$ cat config.mk
export PLATFORM = sky130hd
export DESIGN_NAME = bmc1d_div
export DESIGN_NICKNAME = d
export VERILOG_FILES = /design/src/design/bmc1d_pkg.sv /design/src/design/bmc1d_div.sv
export SDC_FILE = /design/constraint.sdc
export NUM_CORES = 1
export LEC_CHECK = 0
export BUFFER_PORTS_ARGS = -buffer_cell sky130_fd_sc_hd__buf_2
export CAP_MARGIN = 20
export CORE_UTILIZATION = 40
export DETAILED_ROUTE_END_ITERATION = 7
export SLEW_MARGIN = 0
export SYNTH_ARGS = -nofsm -noshare
export SYNTH_HDL_FRONTEND = slang
export SYNTH_SLANG_ARGS = --single-unit
$ cat constraint.sdc
create_clock -name clk -period 4.8 [get_ports clk]
set_input_delay 1.2 -clock clk [delete_from_list [all_inputs] [get_ports clk]]
set_output_delay 1.2 -clock clk [all_outputs]
set_load 0.02 [all_outputs]
$ cat src/design/bmc1d_pkg.sv
// Package for the 1-D border-mode convolution core: constants, codes, types.
`default_nettype none
package bmc1d_pkg;
	localparam int MaxTaps   = 31;
	localparam int MaxLength = 1024;
	localparam int TapAw     = $clog2(MaxTaps);
	localparam int SampAw    = $clog2(MaxLength);
	localparam int HalfMax   = (MaxTaps - 1) / 2;
	localparam int AccW      = 48;
	localparam int WsumW     = 24;

	typedef enum logic [1:0] {
		OP_TAP  = 2'd0,
		OP_SAMP = 2'd1,
		OP_COMP = 2'd2,
		OP_NONE = 2'd3
	} opcode_t;

	typedef enum logic [2:0] {
		BM_ZERO  = 3'd0,
		BM_RENORM = 3'd1,
		BM_CONST = 3'd2,
		BM_REPL  = 3'd3,
		BM_REFL  = 3'd4,
		BM_REFL101 = 3'd5,
		BM_WRAP  = 3'd6,
		BM_SPARE = 3'd7
	} bmode_t;

	typedef enum logic [1:0] {
		REG_MODE  = 2'd0,
		REG_HALF  = 2'd1,
		REG_LEN   = 2'd2,
		REG_CONST = 2'd3
	} regidx_t;

	typedef enum logic [2:0] {
		ST_IDLE,
		ST_MOD,
		ST_FOLD,
		ST_READ,
		ST_MAC,
		ST_DIV,
		ST_DONE
	} state_t;
endpackage
`default_nettype wire

$ cat src/design/bmc1d_div.sv
// Restoring divider for the renormalised mode: one quotient bit per cycle.
`default_nettype none
module bmc1d_div import bmc1d_pkg::*; (
	input  wire logic                 clk,
	input  wire logic                 arst_n,
	input  wire logic                 start,
	input  wire logic [AccW:0]        num,
	input  wire logic [WsumW:0]       den,
	output logic                      busy,
	output logic                      done,
	output logic [AccW:0]             quo
);
	localparam int CntW = $clog2(AccW + 2);
	logic [CntW-1:0] cnt_q;
	logic [AccW:0]   quo_q;
	logic [WsumW+1:0] rem_q;
	logic [WsumW:0]  den_q;
	logic            busy_q;
	logic            done_q;
	logic [WsumW+1:0] shifted;
	logic [WsumW+1:0] diff;

	assign shifted = {rem_q[WsumW:0], quo_q[AccW]};
	assign diff    = shifted - {1'b0, den_q};

	always_ff @(posedge clk or negedge arst_n) begin
		if (!arst_n) begin
			busy_q <= 1'b0;
			done_q <= 1'b0;
			cnt_q  <= '0;
		end else begin
			done_q <= 1'b0;
			if (start) begin
				busy_q <= 1'b1;
				cnt_q  <= CntW'(AccW + 1);
			end else if (busy_q) begin
				cnt_q <= cnt_q - 1'b1;
				if (cnt_q == CntW'(1)) begin
					busy_q <= 1'b0;
					done_q <= 1'b1;
				end
			end
		end
	end

	always_ff @(posedge clk) begin
		if (start) begin
			quo_q <= num;
			rem_q <= '0;
			den_q <= den;
		end else if (busy_q) begin
			if (!diff[WsumW+1]) begin
				rem_q <= diff;
				quo_q <= {quo_q[AccW-1:0], 1'b1};
			end else begin
				rem_q <= shifted;
				quo_q <= {quo_q[AccW-1:0], 1'b0};
			end
		end
	end

	assign busy = busy_q;
	assign done = done_q;
	assign quo  = quo_q;
endmodule
`default_nettype wire

* Word level (Yosys, flattened, before mapping)
Cells that the tools add are included.
** Word-level totals
- Bits in registers :: 107
- Bits of input ports :: 77
- Word-level logic and storage cells :: 22
** Cells by class
- Multiplexer cells :: 12
- Reduce and logical (&&, ||, !) cells :: 1
- Add/subtract/negate cells :: 2
- Eq/ne operators :: 1
** Operators with widths (count)
- 2-to-1 mux 49 bit :: 2
- subtractor 26 x 25 -> 26 bit :: 1
- 2-to-1 mux 25 bit :: 1
- 2-to-1 mux 6 bit :: 2
- 2-to-1 mux 1 bit :: 7
- equality test 6 x 1 -> 1 bit, second input constant :: 1
- subtractor 6 x 1 -> 6 bit, second input constant :: 1
- nonzero test 2 bit :: 1

* Logic depth before layout (Yosys ltp)
- Depth in word-level cells :: 4
- Depth in mapped cells :: 12
- Depth with buffers taken out :: 12

* Worst setup path before layout
OpenSTA, ideal clock, no wires.
- Kind :: reg2reg
- From :: register quo_q[48] (netlist: quo[48])
- To :: register rem_q[24]
- Cell stages (with the launch flop) :: 13
- Arrival :: 2.788 ns
- Setup time :: 0.092 ns
- Slack :: 1.920 ns
- Period minus slack after synthesis :: 2.880 ns
- Path through :: edfxtp_1 -> inv_1 -> ha_1 -> fa_1 -> nand2b_1 -> a21oi_1 -> nor3_1 -> o31ai_1 -> a21oi_1 -> o21ai_1 -> nor2_1 -> mux2_2 -> o32ai_1
** On the way
- Word-level cells in the longest chain between the ends :: 2
** RTL lines
- start: declaration :: RTL line bmc1d_div.sv:15 : logic [AccW:0] quo_q;
- start signal: assignment :: RTL line bmc1d_div.sv:48 : quo_q <= num;
- start signal: assignment :: RTL line bmc1d_div.sv:54 : quo_q <= {quo_q[AccW-1:0], 1'b1};
- start signal: assignment :: RTL line bmc1d_div.sv:57 : quo_q <= {quo_q[AccW-1:0], 1'b0};
- subtractor 26 x 25 -> 26 bit :: RTL line bmc1d_div.sv:24 : assign diff = shifted - {1'b0, den_q};
- 2-to-1 mux 25 bit :: RTL line bmc1d_div.sv:52 : if (!diff[WsumW+1]) begin
- end signal: assignment :: RTL line bmc1d_div.sv:53 : rem_q <= diff;
- end signal: assignment :: RTL line bmc1d_div.sv:56 : rem_q <= shifted;
- end: declaration :: RTL line bmc1d_div.sv:16 : logic [WsumW+1:0] rem_q;
No other way between the ends.
A chain may end at the register's enable or synchronous reset.

* Worst setup path after layout
Ends and elaborated chain as after synthesis.

==> out/summary.txt <==
status: completed
first drt pass iteration count: 4
YS warnings: 0
critical path peak fanout: 3
Area Growth Syn to Fin: 19.82%
clock transition at the registers of the reported paths: 0.07 ns
met1 global-route usage: 22.37%
GP Congestion: 0.8291
fin util: 49.31%
CP Capture Type: flip-flop
register share of total power: 49.4%
Int Power: 1657 µW
busiest grt layer: met2
clock power share: 34.3%
area of the core: 13,880 µm²
Gate power share: 16.3%
Pleak: 0.002907 µW
Die Ht: 121.5 µm
RSZ-0062 raised after global routing: false
most common cell in the netlist: edfxtp_1
GRT met2 Usage: 28.23%
distinct cell type count after synthesis: 57
pwr dens: 328.3 nW/µm²
startpoint types: flip-flop
Post-Synth Adder-Cell Area: 6.264%
share of cells above drive strength 1: 34.10%
Worst Setup Path Type: flip-flop to flip-flop
vias per inst: 5.189
commonest cells in the netlist: 74 x edfxtp_1, 50 x mux2_2, 39 x nor2_1, 33 x inv_1, 28 x a21oi_1
largest net degree at the start of global routing: 53
top-area cell type share of the netlist area: 38.90%
PortBufs: 127
HP Class: flip-flop to flip-flop
clk_skew: 0.008709 ns
later-pin clock latency in the skew report: 0.35 ns
flop-to-flop setup slack: 1.50 ns
Setup crit start: quo[48]
cell mode on critical path: a21oi_1
setup repair bufs after CTS: 0
Resized cells post-CTS: 0
reg2reg start: quo[48]
Post-Synthesis Cells: 481
max_slew headroom: 54.73%
asr flop ratio synth: 7.477%
final setup violation count: 0
combinational family with the most area after synthesis: compound AO/OA/AOI/OAI gates
fillers: 1,290
worst stage delay on the critical path: 0.52 ns
die area: 14,760 µm²
n_diodes: 0
fin nets: 710
vias in the first global route: 4,169
M3 GR Usage: 7.566%
post-route setup slack: 1.499 ns
period utilization: 68.77%
Post-Synth Simple-Gate Area: 7.271%
post-synthesis sequential area ratio: 51.16%
Hold Slack: 0.5037 ns
Mean Syn Cell Area: 11.88 µm²
Total Wirelength: 12,350 µm
Post-Synth XOR/XNOR Area: 4.468%
Setup crit end: rem_q[24]
fmax: 302.9 MHz
DR WL/cell: 15.63 µm
DP HPWL: 8782 µm
crit path time final: 3.301 ns
Most used DFF post-synth: edfxtp_1
initial antenna violation count: 0
Pins Over Slew Limit: 0
Synth Net Count: 586
FF-to-FF End: rem_q[24]
Synth area leaders: edfxtp_1 39%, mux2_2 9.9%, dfxtp_1 8.8%
starting density of the core: 41.16%
I/O pins: 128
Worst Path Arrival: 3.56 ns
drt drc: 0
remaining global-route overflow: 0
std cell rows: 43
Worst VDD drop: 254.9 µV
Net Switching: 590.7 µW
mux cell area share after synthesis: 13.53%
worst slew pin tran: 0.6791 ns
Post-synth EDFFs: 74
via count: 4,099
clk sink count: 107
setup total negative slack: 0 ns
CTS root buf: clkbuf_16
Compound-Gate Fraction of Synth Area: 13.53%
worst path cell trace: inv_1, ha_1, fa_1, nand2b_1, a21oi_1, nor3_1, o31ai_1, a21oi_1, o21ai_1, nor2_1, mux2_2, o32ai_1
Sw Share: 26.28%
final hold violation count: 0
Yosys reg bits: 107
CTS Hold Bufs: 0
Critical Path Slowest Stage Cell: o31ai_1
wire length of the first global-routing pass: 20,460 µm
Inserted Clock Buffers: 9
Tot GR Track Use: 17.93%
Critical Path RT: 5.06 ns
antenna viol nets, final: 0
initial DRC count: 166
cell area after synthesis: 5713 µm²
H-tree Lvls: 3
number of max-cap violations: 0
Chip Width: 121.5 µm
CTS tree: built
R2R cell count: 12
Max clock buf depth: 2
post-synth top area cell: edfxtp_1
pre-CTS setup slack: 1.508 ns
[critical path, delay by kind of cell (launching register included)]
kind            cells  cell delay, ns
mux                 1            0.28
flops               1            0.37
compound gates      5            1.49
fa+ha+maj           2            0.63
buf+inv             1            0.05
simple gates        3            0.39
[power groups by stage]
stage / registers, µW / logic, µW / clock network (µW)
5_1_grt: 1120 / 402 / 824
3_3_place_gp: 1130 / 362 / 0
2_1_floorplan: 1180 / 189 / 0
4_1_cts: 1110 / 370 / 795
6_report: 1110 / 366 / 770
3_5_place_dp: 1130 / 368 / 0
[layer usage]
| metal | share of wire (%) | up-vias |
|---|---|---|
| met1 | 46 | 1936 |
| met5 | 0 | - |
| met2 | 45 | 122 |
| met3 | 7.9 | 10 |
| met4 | 1.2 | 0 |
| li1 | - | 2031 |
[cell usage in the layout (no fill, tap or decap), types with 20 or more instances in the layout]
| cell | n |
|---|---|
| mux2_2 | 50 |
| nand2_1 | 20 |
| buf_2 | 126 |
| nor2_1 | 39 |
| a211oi_1 | 25 |
| ha_1 | 27 |
| dfxtp_1 | 25 |
| edfxtp_1 | 74 |
| inv_1 | 33 |
| mux2i_1 | 21 |
| a21oi_1 | 28 |
[cell type report]
| cell class | count | area [µm²] | share of cell area (%) |
|---|---|---|---|
| inverters | 33 | 123.9 | 1.810 |
| well taps | 180 | 225.2 | 3.290 |
| multi-input cells | 322 | 2575 | 37.62 |
| flip-flops and latches | 107 | 2923 | 42.70 |
| clock buffers | 12 | 246.5 | 3.601 |
| repair buffers | 132 | 695.7 | 10.16 |
| clock inverters | 4 | 56.30 | 0.8225 |
[logic make-up (layout without fill, tap and decap cells)]
logic type               count (synthesis)  count (layout)
AO/OA/AOI/OAI                          106             106
XOR/XNOR                                27              27
multiplexers                            71              71
adder cells (fa/ha/maj)                 28              28
flip-flops                             107             107
buffers and inverters                   52             181
AND/OR/NAND/NOR                         90              90
[worst min-delay path by stage]
stage,from,to,slack (ns),cells past startpoint
finish,cnt_q[4],done,0.50,1
global placement,rem_q[1],rem_q[1],0.48,2
detailed placement,rem_q[1],rem_q[1],0.50,2
global route,rem_q[3],rem_q[3],0.52,2
CTS,rem_q[9],rem_q[9],0.51,2
floorplan,rem_q[1],rem_q[1],0.46,2
[sequential cells by signal, summed over array words and instances, names as in the netlist]
name,cells
busy,1
cnt_q,6
den_q,25
done,1
quo,49
rem_q,25
[metrics by stage]
| stage | area [µm²] | cells | total power [µW] |
|---|---|---|---|
| after detailed placement | 6543 | 774 | 1498 |
| after floorplan | 5713 | 481 | 1370 |
| after global placement | 6515 | 773 | 1489 |
| after CTS | 6845 | 790 | 2278 |
| final | 6845 | 790 | 2247 |
| after global routing | 6845 | 790 | 2347 |
Power figures use the tool's default switching activity.
